<file path="config.mk">
export PLATFORM = sky130hd
export DESIGN_NAME = piecewise_linear_interpolator
export DESIGN_NICKNAME = d
export VERILOG_FILES = /design/src/rtl/core/plint_pkg.sv /design/src/rtl/core/piecewise_linear_interpolator.sv
export SDC_FILE = /design/constraint.sdc
export NUM_CORES = 2
export LEC_CHECK = 0
export BUFFER_PORTS_ARGS = -buffer_cell sky130_fd_sc_hd__buf_2
export CORE_MARGIN = 3
export CORE_UTILIZATION = 60
export CTS_BUF_LIST = sky130_fd_sc_hd__clkbuf_8
export DETAILED_ROUTE_END_ITERATION = 8
export PLACE_DENSITY_LB_ADDON = 0.12
export SLEW_MARGIN = 20
export SYNTH_ARGS = -nofsm -noshare
export SYNTH_HDL_FRONTEND = slang
export SYNTH_SLANG_ARGS = --single-unit
</file>
<file path="constraint.sdc">
create_clock -name clk_i -period 15.3 [get_ports clk_i]
set_clock_uncertainty 0.05 [all_clocks]
set_input_delay 3.06 -clock clk_i [delete_from_list [all_inputs] [get_ports clk_i]]
set_output_delay 3.06 -clock clk_i [all_outputs]
set_load 0.1 [all_outputs]
</file>
<file path="src/rtl/core/plint_pkg.sv">
// Package for the piecewise-linear interpolator: widths, register indexes,
// status codes, reset values, pipeline stage records and the divider step.
// No dependencies.
`default_nettype none

package plint_pkg;

  localparam int XW        = 16;          // sample and breakpoint x width
  localparam int SW        = 24;          // Q8.16 score width
  localparam int STW       = 2;           // status width
  localparam int AW        = 3;           // config index width
  localparam int DW        = 24;          // config data width
  localparam int PW        = XW + SW;     // product magnitude width
  localparam int DIV_STEPS = SW;          // one quotient bit per stage
  localparam int NUM_STAGES = DIV_STEPS + 4;

  typedef enum logic [STW-1:0] {
    ST_OK    = 2'd0,
    ST_EMPTY = 2'd1,
    ST_NOSEG = 2'd2
  } status_e;

  typedef enum logic [AW-1:0] {
    REG_COUNT = 3'd0,
    REG_X0    = 3'd1,
    REG_X1    = 3'd2,
    REG_X2    = 3'd3,
    REG_S0    = 3'd4,
    REG_S1    = 3'd5,
    REG_S2    = 3'd6
  } reg_e;

  localparam logic [1:0]    RST_COUNT = 2'd3;
  localparam logic [XW-1:0] RST_X0    = 16'd0;
  localparam logic [XW-1:0] RST_X1    = 16'd60;
  localparam logic [XW-1:0] RST_X2    = 16'd500;
  localparam logic [SW-1:0] RST_S0    = 24'd65536;
  localparam logic [SW-1:0] RST_S1    = 24'd65536;
  localparam logic [SW-1:0] RST_S2    = 24'd0;

  // segment select result
  typedef struct packed {
    status_e         status;
    logic [SW-1:0]   base;
    logic [XW-1:0]   dx;
    logic [SW:0]     dy;
    logic [XW-1:0]   dvs;
  } sel_t;

  // sign split
  typedef struct packed {
    status_e         status;
    logic [SW-1:0]   base;
    logic [XW-1:0]   dx;
    logic [SW-1:0]   mag;
    logic            neg;
    logic [XW-1:0]   dvs;
  } mag_t;

  // product
  typedef struct packed {
    status_e         status;
    logic [SW-1:0]   base;
    logic [PW-1:0]   prod;
    logic            neg;
    logic [XW-1:0]   dvs;
  } mul_t;

  // one restoring-division stage; lo shifts dividend bits out, quotient bits in
  typedef struct packed {
    status_e         status;
    logic [SW-1:0]   base;
    logic            neg;
    logic [XW-1:0]   dvs;
    logic [XW-1:0]   rem;
    logic [SW-1:0]   lo;
  } div_t;

  function automatic div_t div_step(div_t a);
    logic [XW:0] t;
    logic        ge;
    div_t        r;
    t  = {a.rem, a.lo[SW-1]};
    ge = (t >= {1'b0, a.dvs});
    r  = a;
    r.rem = ge ? XW'(t - {1'b0, a.dvs}) : t[XW-1:0];
    r.lo  = {a.lo[SW-2:0], ge};
    return r;
  endfunction

endpackage

`default_nettype wire

</file>
<file path="src/rtl/core/piecewise_linear_interpolator.sv">
// Piecewise-linear interpolator top level: segment select, multiply and a
// pipelined restoring divider. Depends on plint_pkg.
//
// Maps each 16-bit sample through a curve of up to three breakpoints and
// returns a signed Q8.16 score plus a status code. One sample enters per
// clock unless the full pipeline is stalled at the output. Stages: one for
// segment select, one for sign split, one for the 16x24 multiply, 24 stages
// of the one-bit-per-stage quotient pipeline and the output register. Empty
// stages close up under back-pressure, so input keeps flowing while a result
// waits. Index 7 is ignored. Breakpoints are written through the config
// port; the user must do so only while idle; the block does not check.
`default_nettype none

module piecewise_linear_interpolator (
  input  wire logic                     clk_i,
  input  wire logic                     rst_ni,
  // config write channel
  input  wire logic                     cfg_valid_i,
  output logic                          cfg_ready_o,
  input  wire logic [plint_pkg::AW-1:0] cfg_addr_i,
  input  wire logic [plint_pkg::DW-1:0] cfg_data_i,
  // sample stream
  input  wire logic                     s_axis_tvalid,
  output logic                          s_axis_tready,
  input  wire logic [15:0]              s_axis_tdata,   // [15:0] sample_x
  // result stream
  output logic                          m_axis_tvalid,
  input  wire logic                     m_axis_tready,
  output logic [23:0]                   m_axis_tdata,   // [23:0] curve_score
  output logic [1:0]                    m_axis_tuser    // [1:0] status
);

  localparam int NS    = plint_pkg::NUM_STAGES;
  localparam int S_SEL = 0;
  localparam int S_MAG = 1;
  localparam int S_MUL = 2;
  localparam int S_DV0 = 3;
  localparam int S_OUT = NS - 1;
  localparam int ND    = plint_pkg::DIV_STEPS;
  localparam int XW    = plint_pkg::XW;
  localparam int SW    = plint_pkg::SW;

  // ---------------- configuration ----------------
  logic [1:0]    cnt_q;
  logic [XW-1:0] x0_q, x1_q, x2_q;
  logic [SW-1:0] s0_q, s1_q, s2_q;

  assign cfg_ready_o = 1'b1;

  always_ff @(posedge clk_i or negedge rst_ni) begin
    if (!rst_ni) begin
      cnt_q <= plint_pkg::RST_COUNT;
      x0_q  <= plint_pkg::RST_X0;
      x1_q  <= plint_pkg::RST_X1;
      x2_q  <= plint_pkg::RST_X2;
      s0_q  <= plint_pkg::RST_S0;
      s1_q  <= plint_pkg::RST_S1;
      s2_q  <= plint_pkg::RST_S2;
    end else if (cfg_valid_i) begin
      unique case (plint_pkg::reg_e'(cfg_addr_i))
        plint_pkg::REG_COUNT: cnt_q <= cfg_data_i[1:0];
        plint_pkg::REG_X0:    x0_q  <= cfg_data_i[XW-1:0];
        plint_pkg::REG_X1:    x1_q  <= cfg_data_i[XW-1:0];
        plint_pkg::REG_X2:    x2_q  <= cfg_data_i[XW-1:0];
        plint_pkg::REG_S0:    s0_q  <= cfg_data_i[SW-1:0];
        plint_pkg::REG_S1:    s1_q  <= cfg_data_i[SW-1:0];
        plint_pkg::REG_S2:    s2_q  <= cfg_data_i[SW-1:0];
        default: ;
      endcase
    end
  end

  // ---------------- stage flow control ----------------
  logic [NS-1:0] vld_q, vld_d, adv;

  always_comb begin
    adv[S_OUT] = !vld_q[S_OUT] || m_axis_tready;
    for (int k = NS - 2; k >= 0; k--) begin
      adv[k] = !vld_q[k] || adv[k+1];
    end
  end

  always_comb begin
    for (int k = 0; k < NS; k++) begin
      if (adv[k]) begin
        vld_d[k] = (k == 0) ? s_axis_tvalid : vld_q[(k == 0) ? 0 : k-1];
      end else begin
        vld_d[k] = vld_q[k];
      end
    end
  end

  always_ff @(posedge clk_i or negedge rst_ni) begin
    if (!rst_ni) begin
      vld_q <= '0;
    end else begin
      vld_q <= vld_d;
    end
  end

  assign s_axis_tready = adv[S_SEL];

  // ---------------- segment select ----------------
  logic [XW-1:0]      x;
  logic [XW-1:0]      xl;
  logic [SW-1:0]      sl;
  logic [XW-1:0]      xa, xb;
  logic [SW-1:0]      sa, sb;
  logic               seg_ok;
  plint_pkg::sel_t    sel_d, sel_q;

  assign x = s_axis_tdata[XW-1:0];

  always_comb begin
    unique case (cnt_q)
      2'd2:    begin xl = x1_q; sl = s1_q; end
      2'd3:    begin xl = x2_q; sl = s2_q; end
      default: begin xl = x0_q; sl = s0_q; end
    endcase
  end

  // first segment with xa < x <= xb; x > x0 is already known on this path
  always_comb begin
    xa = x0_q; xb = x1_q; sa = s0_q; sb = s1_q;
    seg_ok = 1'b0;
    priority if (cnt_q >= 2'd2 && x <= x1_q) begin
      seg_ok = 1'b1;
    end else if (cnt_q == 2'd3 && x > x1_q && x <= x2_q) begin
      xa = x1_q; xb = x2_q; sa = s1_q; sb = s2_q;
      seg_ok = 1'b1;
    end else begin
      seg_ok = 1'b0;
    end
  end

  always_comb begin
    sel_d.status = plint_pkg::ST_OK;
    sel_d.base   = '0;
    sel_d.dx     = '0;
    sel_d.dy     = '0;
    sel_d.dvs    = XW'(1);  // zero dividend with unit divisor gives zero quotient
    priority if (cnt_q == 2'd0) begin
      sel_d.status = plint_pkg::ST_EMPTY;
    end else if (x <= x0_q) begin
      sel_d.base = s0_q;
    end else if (x >= xl) begin
      sel_d.base = sl;
    end else if (seg_ok) begin
      sel_d.base = sa;
      sel_d.dx   = x - xa;
      sel_d.dy   = {sb[SW-1], sb} - {sa[SW-1], sa};
      sel_d.dvs  = xb - xa;
    end else begin
      sel_d.status = plint_pkg::ST_NOSEG;
    end
  end

  // ---------------- sign split and multiply ----------------
  plint_pkg::mag_t mag_d, mag_q;
  plint_pkg::mul_t mul_d, mul_q;
  logic [SW:0]     dy_abs;

  always_comb begin
    dy_abs       = sel_q.dy[SW] ? -sel_q.dy : sel_q.dy;
    mag_d.status = sel_q.status;
    mag_d.base   = sel_q.base;
    mag_d.dx     = sel_q.dx;
    mag_d.mag    = dy_abs[SW-1:0];
    mag_d.neg    = sel_q.dy[SW];
    mag_d.dvs    = sel_q.dvs;
  end

  always_comb begin
    mul_d.status = mag_q.status;
    mul_d.base   = mag_q.base;
    mul_d.prod   = {{SW{1'b0}}, mag_q.dx} * {{XW{1'b0}}, mag_q.mag};
    mul_d.neg    = mag_q.neg;
    mul_d.dvs    = mag_q.dvs;
  end

  // ---------------- quotient pipeline ----------------
  // |dx*dy| < dvs * 2^24, so the top 16 bits already sit below the divisor
  plint_pkg::div_t div_in;
  plint_pkg::div_t div_q [ND];

  always_comb begin
    div_in.status = mul_q.status;
    div_in.base   = mul_q.base;
    div_in.neg    = mul_q.neg;
    div_in.dvs    = mul_q.dvs;
    div_in.rem    = mul_q.prod[plint_pkg::PW-1:SW];
    div_in.lo     = mul_q.prod[SW-1:0];
  end

  // ---------------- output ----------------
  logic [SW-1:0] quo_s;
  logic [SW-1:0] score_q;
  logic [1:0]    status_q;

  assign quo_s = div_q[ND-1].neg ? -div_q[ND-1].lo : div_q[ND-1].lo;

  always_ff @(posedge clk_i) begin
    if (adv[S_SEL]) sel_q <= sel_d;
    if (adv[S_MAG]) mag_q <= mag_d;
    if (adv[S_MUL]) mul_q <= mul_d;
    if (adv[S_DV0]) div_q[0] <= plint_pkg::div_step(div_in);
    for (int k = 1; k < ND; k++) begin
      if (adv[S_DV0 + k]) div_q[k] <= plint_pkg::div_step(div_q[k-1]);
    end
    if (adv[S_OUT]) begin
      score_q  <= div_q[ND-1].base + quo_s;
      status_q <= div_q[ND-1].status;
    end
  end

  assign m_axis_tvalid = vld_q[S_OUT];
  assign m_axis_tdata  = score_q;
  assign m_axis_tuser  = status_q;

  // ---------------- assertions ----------------
  a_dvs_nonzero: assert property (@(posedge clk_i) disable iff (!rst_ni)
    vld_q[S_DV0] |-> div_q[0].dvs != '0)
    else $error("divisor zero in quotient pipeline");

  a_rem_bound: assert property (@(posedge clk_i) disable iff (!rst_ni)
    vld_q[S_OUT-1] |-> div_q[ND-1].rem < div_q[ND-1].dvs)
    else $error("remainder not below divisor");

  a_err_no_prod: assert property (@(posedge clk_i) disable iff (!rst_ni)
    (vld_q[S_MUL] && mul_q.status != plint_pkg::ST_OK) |->
      (mul_q.prod == '0 && mul_q.base == '0))
    else $error("error item carries a product or base");

  a_err_zero_out: assert property (@(posedge clk_i) disable iff (!rst_ni)
    (m_axis_tvalid && (m_axis_tuser == plint_pkg::ST_EMPTY ||
                       m_axis_tuser == plint_pkg::ST_NOSEG)) |->
      m_axis_tdata == '0)
    else $error("error result with nonzero score");

endmodule

`default_nettype wire

</file>
=== Word level (Yosys, flattened, before mapping) ===
Memory sizes are Yosys's and may differ from the RTL's.
Index checks and enable logic that the tools add are counted.

* Register bits after elaboration: 425
* Memory bits (writable): 1992
* Bits of input ports: 48
* Output and inout port bits: 29
* Word-level logic and storage cells: 287
* Memories: 1

{| class="wikitable"
|+ Memory list
! memory !! words !! bits a word !! read ports !! clocked after memory_dff !! wr ports !! RTL line !! RTL
|-
| div_q || 24 || 83 || 24 || 0 || 24 || piecewise_linear_interpolator.sv:184 || <nowiki>plint_pkg::div_t div_q [ND];</nowiki>
|}

* Add/subtract/negate cells: 30
* Multipliers: 1
* Order comparisons: 30
* Equal/unequal tests: 8
* Mux-type cells: 92
* Bitwise logic cells: 1
* Reductions and logical operators: 70

{| class="wikitable"
|+ Operators by type and width
! kind !! count
|-
| $mux 16 || 28
|-
| $sub 16x16->16 || 26
|-
| $ge 17x16->1 || 24
|-
| $mux 24 || 8
|-
| $mux 81 || 1
|-
| $mux 1 || 52
|-
| $le 16x16->1 || 3
|-
| $neg 24->24 || 2
|-
| $pmux 24 s2 || 1
|-
| $mul 16x24->40 || 1
|-
| $pmux 16 s2 || 1
|-
| $logic_not 1->1 || 28
|-
| $logic_or 1x1->1 || 28
|-
| $sub 24x24->25 || 1
|-
| $add 24x24->24 || 1
|-
| $ge 16x16->1 || 1
|-
| $gt 16x16->1 || 1
|-
| $reduce_and 2->1 || 7
|-
| $eq 3x3->1 const B || 3
|-
| $eq 3x2->1 const B || 2
|-
| $eq 2x2->1 const B || 2
|-
| $reduce_or 4->1 || 1
|-
| $eq 3x1->1 const B || 1
|-
| $logic_and 1x1->1 || 3
|-
| other kinds (6) || 6
|}

=== Logic depth before layout (Yosys ltp) ===
* Word-level depth: 29
* Depth in mapped cells: 26
* Gate-level depth less buffers: 24

=== Worst setup path before layout ===
Ideal clock, no wire load.

* Path kind: input-to-output
* Start: in m_axis_tready
* End: out s_axis_tready
* Arrival: 11068 ps
* Required time: 12190 ps
* Setup slack: 1122 ps
* Stages on the path: 7
* Path buffers: 0
* Cells stage by stage: nor2b_1 nand2_1 nor2_1 and3_1 nand4_1 nor3_1 nand3_1

* Cells in the longest elaborated chain, start to end: 28

{| class="wikitable"
|+ Ends and longest elaborated chain
! what !! RTL line !! RTL
|-
| start, declared || piecewise_linear_interpolator.sv:28 || <nowiki>input wire logic m_axis_tready,</nowiki>
|-
| $logic_or 1x1->1 || piecewise_linear_interpolator.sv:77 || <nowiki>adv[S_OUT] = !vld_q[S_OUT] || m_axis_tready;</nowiki>
|-
| $logic_or 1x1->1 || piecewise_linear_interpolator.sv:79 || <nowiki>adv[k] = !vld_q[k] || adv[k+1];</nowiki>
|-
| named net adv[26] || piecewise_linear_interpolator.sv:74 || <nowiki>logic [NS-1:0] vld_q, vld_d, adv;</nowiki>
|-
| $logic_or 1x1->1 (17 in a row) || piecewise_linear_interpolator.sv:79 ||
|-
| named net adv[9] || piecewise_linear_interpolator.sv:74 ||
|-
| $logic_or 1x1->1 (9 in a row) || piecewise_linear_interpolator.sv:79 ||
|-
| end, declared || piecewise_linear_interpolator.sv:24 || <nowiki>output logic s_axis_tready,</nowiki>
|}

The timed path passes the listed nets, and every way through them passes these cells.

=== Final worst setup path ===
Ends and elaborated chain as after synthesis.

==> results <==
- In this run the remaining antenna-violating nets after routing total 0.
- The overall routed net length is 243000 um.
- The worst-case IR drop observed on VDD is 0.0979 mV.
- After clock tree synthesis, the clock-pin slew on the worst setup and hold paths is 60 ps.
- The yosys synthesis warning count is 0.
- The global routing stage identified its most utilized layer as met2.
- Counting along the longest clock path gives a buffer depth of 4.
- The finished cells cover 125000 um^2.
- In this run the critical register-to-register path is launched from mag_q[50].
- The flow ran to the end, and the final reports show no timing, DRC or antenna violations.
- Setup violations remaining at the end of the flow were counted as 0.
- For the worst setup path, the data arrival time is 6940 ps.
- Measured against its own limit, the worst slew margin works out to 0.196.
- The final RePlAce weighted congestion is 0.920.
- The fraction of the cycle the final worst path needs is 0.657.
- The global routing met2 resource utilization is 0.424.
- The final cell count without fillers is 11600.
- Once placement completed, the tool counted placed cells totaling 10900.
- Summing all flip-flop and latch instances after layout gives 70900 um^2.
- The cell depth of the worst min-delay path is 0.
- The initial core utilization is 0.607.
- CTS built an H-tree with a depth of 5.
- Overall power consumption after layout is estimated at 24.7 mW.
- The cell type with the largest total area after synthesis is sky130_fd_sc_hd__edfxtp_1.
- The endpoint kind of the worst setup timing path is an output port.
- The die covers 196000 um^2.
- The clock latency on the worst-skew pair is 1080 ps.
- Setup repair after global routing left no endpoint under its margin.
- The share of synthesized area in the top cell type comes to 0.587.
- The residual overflow from global routing is 0.
- The analysis attributes to cell leakage a power of 51.3 nW.
- For flop-to-flop paths, the worst setup slack is 7330 ps.
- The area added between synthesis and finish is 9.40%.
- The count of cells resized by post-cts repair is 0.
- Clock tree synthesis inserted a total of 385 buffers.
- The die span in x is 443 um.
- The required arrival time at the worst endpoint is 12190 ps.
- The final period demand of the worst path is 10050 ps.
- The kind of launch point of the worst setup path is a primary input.
- The number of clock sinks is 2385.
- Counting flops and latches in the post-synthesis netlist gives 2385.
- The post-placement cell area is 118000 um^2.
- The routing usage on met1 is 0.327.
- The sequential cell area fraction in the yosys report is 0.620.
- The final net count is 9800.
- The total vias in the final route is 65700.
- The critical path starts at m_axis_tready.
- Summing every instance area after synthesis gives 114000 um^2.
- The first global-routing pass estimated 380000 um of wire.
- Across the run, the number of max-cap violations was 0.
- The detailed-route wire length per cell is 21.0 um.
- The die is 443 um tall.
- For the worst flop-to-flop path, the logic depth is 19.
- Yosys attributes the largest share of cell area to sky130_fd_sc_hd__edfxtp_1 (59%), sky130_fd_sc_hd__ha_1 (7.0%), sky130_fd_sc_hd__fa_1 (5.8%), sky130_fd_sc_hd__inv_1 (3.1%), sky130_fd_sc_hd__dfrtp_1 (3.0%).
- The least setup slack across all paths after layout is 5250 ps.
- The count of buffers from port buffering is 75.
- The final-report max-slew violation count came to 0.
- The fraction of registers with async set/reset is 0.0629.
- The area of the core is 189000 um^2.
- Timing would allow up to 0.0995 GHz.
- Dividing total power by cell area gives a power density of 198 nW/um^2.
- The CTS tree is done.
- The total of fill cells in the finished design is 13500.
- The synthesized netlist contains 89 unique library cells.
- Hold repair after CTS inserted 0 buffers.
- In the synthesized netlist the dominant register cell turns out to be sky130_fd_sc_hd__edfxtp_1.
- In the final layout, the share of cells above drive strength 1 is 0.110.
- The number of global-route vias before repair is 67200.
- For this block, the initial DRC count from the detailed router was 4515.
- Clock tree synthesis selected as its root buffer the cell sky130_fd_sc_hd__clkbuf_8.
- The endpoint identified for the worst register-to-register timing path is div_in[38].
- The I/O pin total is 77.
- The number of antenna violations at the first check in global routing is 7.
- The number of search-and-repair iterations in the first detailed-routing pass is 8.
- The pin count of the biggest net entering global routing is 85.
- The transition at the pin with the smallest max-transition slack is 1210 ps.
- The final-report hold violation count is 0.
- For this run, the total global-route usage over all layers was measured as 0.250.
- The maximum fanout along the worst path is 30.
- By startpoint and endpoint, the worst setup path is classified as in2out.
- In the final timing run, aggregate negative setup slack is 0 ps.
- The number of nets in the synthesized netlist is 9433.
- The path class of the tightest hold or removal check is reg2reg.
- The floorplan has 159 rows.
- The post-CTS setup buffer count is 0.
- Each instance of the synthesized netlist takes up on average 13.6 um^2.
- In this run, synthesis inferred 2235 flip-flops with an integrated enable.
- The startpoint identified for the worst hold timing path is div_q[0][322].
- The detailed placer's ending HPWL is 177000 um.
- For hold timing, the worst endpoint is div_q[0][405].
- Dividing the detail-routed via count by the number of cells gives 5.68.
- In the routed design, unresolved DRC markers number 0.
- Synthesis produced 8413 cells.
- The multi-input combinational cells in the finished layout cover a total of 39400 um^2.
- In the global route stage, met3 resource usage came out at 0.0375.
- The setup slack at placement is 5460 ps.
critical path: stages:
cell and delay (ps):
sky130_fd_sc_hd__buf_2 100, sky130_fd_sc_hd__nor2b_1 400, sky130_fd_sc_hd__nand2_2 120, sky130_fd_sc_hd__nor2_1 120, sky130_fd_sc_hd__buf_4 190, sky130_fd_sc_hd__and3_1 390
sky130_fd_sc_hd__nand4_1 140, sky130_fd_sc_hd__buf_4 270, sky130_fd_sc_hd__nor3_1 920, sky130_fd_sc_hd__nand3_4 650, sky130_fd_sc_hd__buf_2 520
power breakdown:
part	internal (mW)	switching, mW	total, mW
combinational	3.59	4.92	8.51
clock	2.72	2.38	5.10
sequential	10.0	1.13	11.1
Yosys cell counts, drive strengths merged, types with 21 or more instances:
master / count
or4: 32
nor2: 438
nor3: 120
o31ai: 52
a211oi: 38
nor2b: 108
ha: 639
a31oi: 36
xnor2: 234
edfxtp: 2235
nand3: 114
inv: 957
o211ai: 55
nand4: 68
mux2: 265
xor2: 123
mux2i: 78
nand2b: 98
o21ai: 364
fa: 333
a221o: 28
o21a: 73
dfrtp: 136
nand2: 548
clkbuf: 139
a21o: 146
or3: 21
buf: 35
a21oi: 430
a21boi: 26
and2: 204
layout make-up:
type | count | area share
diodes | 6 | 0.000120
multi-input cells | 4897 | 0.315
repair buffers | 154 | 0.00785
inverters | 957 | 0.0288
clock inverters | 258 | 0.0122
well taps | 2495 | 0.0249
clock buffers | 408 | 0.0449
flip-flops and latches | 2385 | 0.566
flip-flops by register name, indices dropped and copies added (netlist names):
| name | count |
|---|---|
| div_in | 83 |
| x2_q | 16 |
| s2_q | 24 |
| s0_q | 24 |
| m_axis_tdata | 24 |
| x0_q | 16 |
| div_q | 1960 |
| vld_q | 28 |
| mag_d | 59 |
| m_axis_tuser | 2 |
| s1_q | 24 |
| x1_q | 16 |
| sel_q | 24 |
| cnt_q | 2 |
| mag_q | 83 |
metrics by stage:
step                utilization  hold WS, ps
floorplan                     -          350
global placement          0.625          350
detailed placement        0.625          355
CTS                       0.663          321
global route              0.663          323
finish                    0.664          328
cells by family (layout without fill, tap and decap cells):
logic type | after synthesis | in the layout | synth area share
buf+inv | 1131 | 1777 | 0.0378
simple gates | 1816 | 1816 | 0.0761
compound gates | 1408 | 1408 | 0.0779
mux | 343 | 343 | 0.0329
xor+xnor | 357 | 357 | 0.0274
fa+ha+maj | 972 | 972 | 0.128
flops | 2385 | 2385 | 0.620
other cells | 1 | 7 | 0.0000328
cells in the final DEF (no fill, tap or decap), types with 17 or more instances in the layout:
master                      count
sky130_fd_sc_hd__a31oi_1       35
sky130_fd_sc_hd__a21boi_0      21
sky130_fd_sc_hd__clkinv_2      52
sky130_fd_sc_hd__nor2b_1      108
sky130_fd_sc_hd__a21oi_1      429
sky130_fd_sc_hd__buf_4         78
sky130_fd_sc_hd__buf_2         74
sky130_fd_sc_hd__and2_1       204
sky130_fd_sc_hd__nand4_1       68
sky130_fd_sc_hd__o211ai_1      54
sky130_fd_sc_hd__o21ai_1       39
sky130_fd_sc_hd__o21bai_1      20
sky130_fd_sc_hd__a221o_1       28
sky130_fd_sc_hd__or3_1         19
sky130_fd_sc_hd__xor2_1       123
sky130_fd_sc_hd__and3_1        18
sky130_fd_sc_hd__mux2_2       265
sky130_fd_sc_hd__o21a_1        73
sky130_fd_sc_hd__or4_1         32
sky130_fd_sc_hd__o21ai_0      323
sky130_fd_sc_hd__nand2_1      538
sky130_fd_sc_hd__xnor2_1      233
sky130_fd_sc_hd__nand3_1      107
sky130_fd_sc_hd__ha_1         639
sky130_fd_sc_hd__inv_1       1065
sky130_fd_sc_hd__nand2b_1      98
sky130_fd_sc_hd__a21o_1       145
sky130_fd_sc_hd__edfxtp_1    2235
sky130_fd_sc_hd__fa_1         333
sky130_fd_sc_hd__o2111ai_1     18
sky130_fd_sc_hd__o31ai_1       51
sky130_fd_sc_hd__a211oi_1      37
sky130_fd_sc_hd__nor3_1       118
sky130_fd_sc_hd__dfrtp_1      136
sky130_fd_sc_hd__clkbuf_8     408
sky130_fd_sc_hd__nor2_1       438
sky130_fd_sc_hd__mux2i_1       78
sky130_fd_sc_hd__nor4_1        17
sky130_fd_sc_hd__clkinv_1      65
worst max-delay path by stage:
| stage | cells past startpoint | to | slack (ps) |
|---|---|---|---|
| after global placement | 11 | s_axis_tready | 5530 |
| after detailed placement | 11 | s_axis_tready | 5460 |
| after global routing | 11 | s_axis_tready | 4910 |
| final | 11 | s_axis_tready | 5250 |
| after CTS | 11 | s_axis_tready | 5450 |
| after floorplan | 7 | s_axis_tready | 1120 |
per-layer routing:
| metal | wire length [um] | share of wire | vias up |
|---|---|---|---|
| met3 | 11700 | 0.048 | 475 |
| met1 | 102000 | 0.42 | 32400 |
| met2 | 121000 | 0.50 | 1767 |
| li1 | - | - | 31000 |
| met4 | 8950 | 0.037 | 0 |
| met5 | 0 | 0 | - |
(Power assumes the default switching activity.)
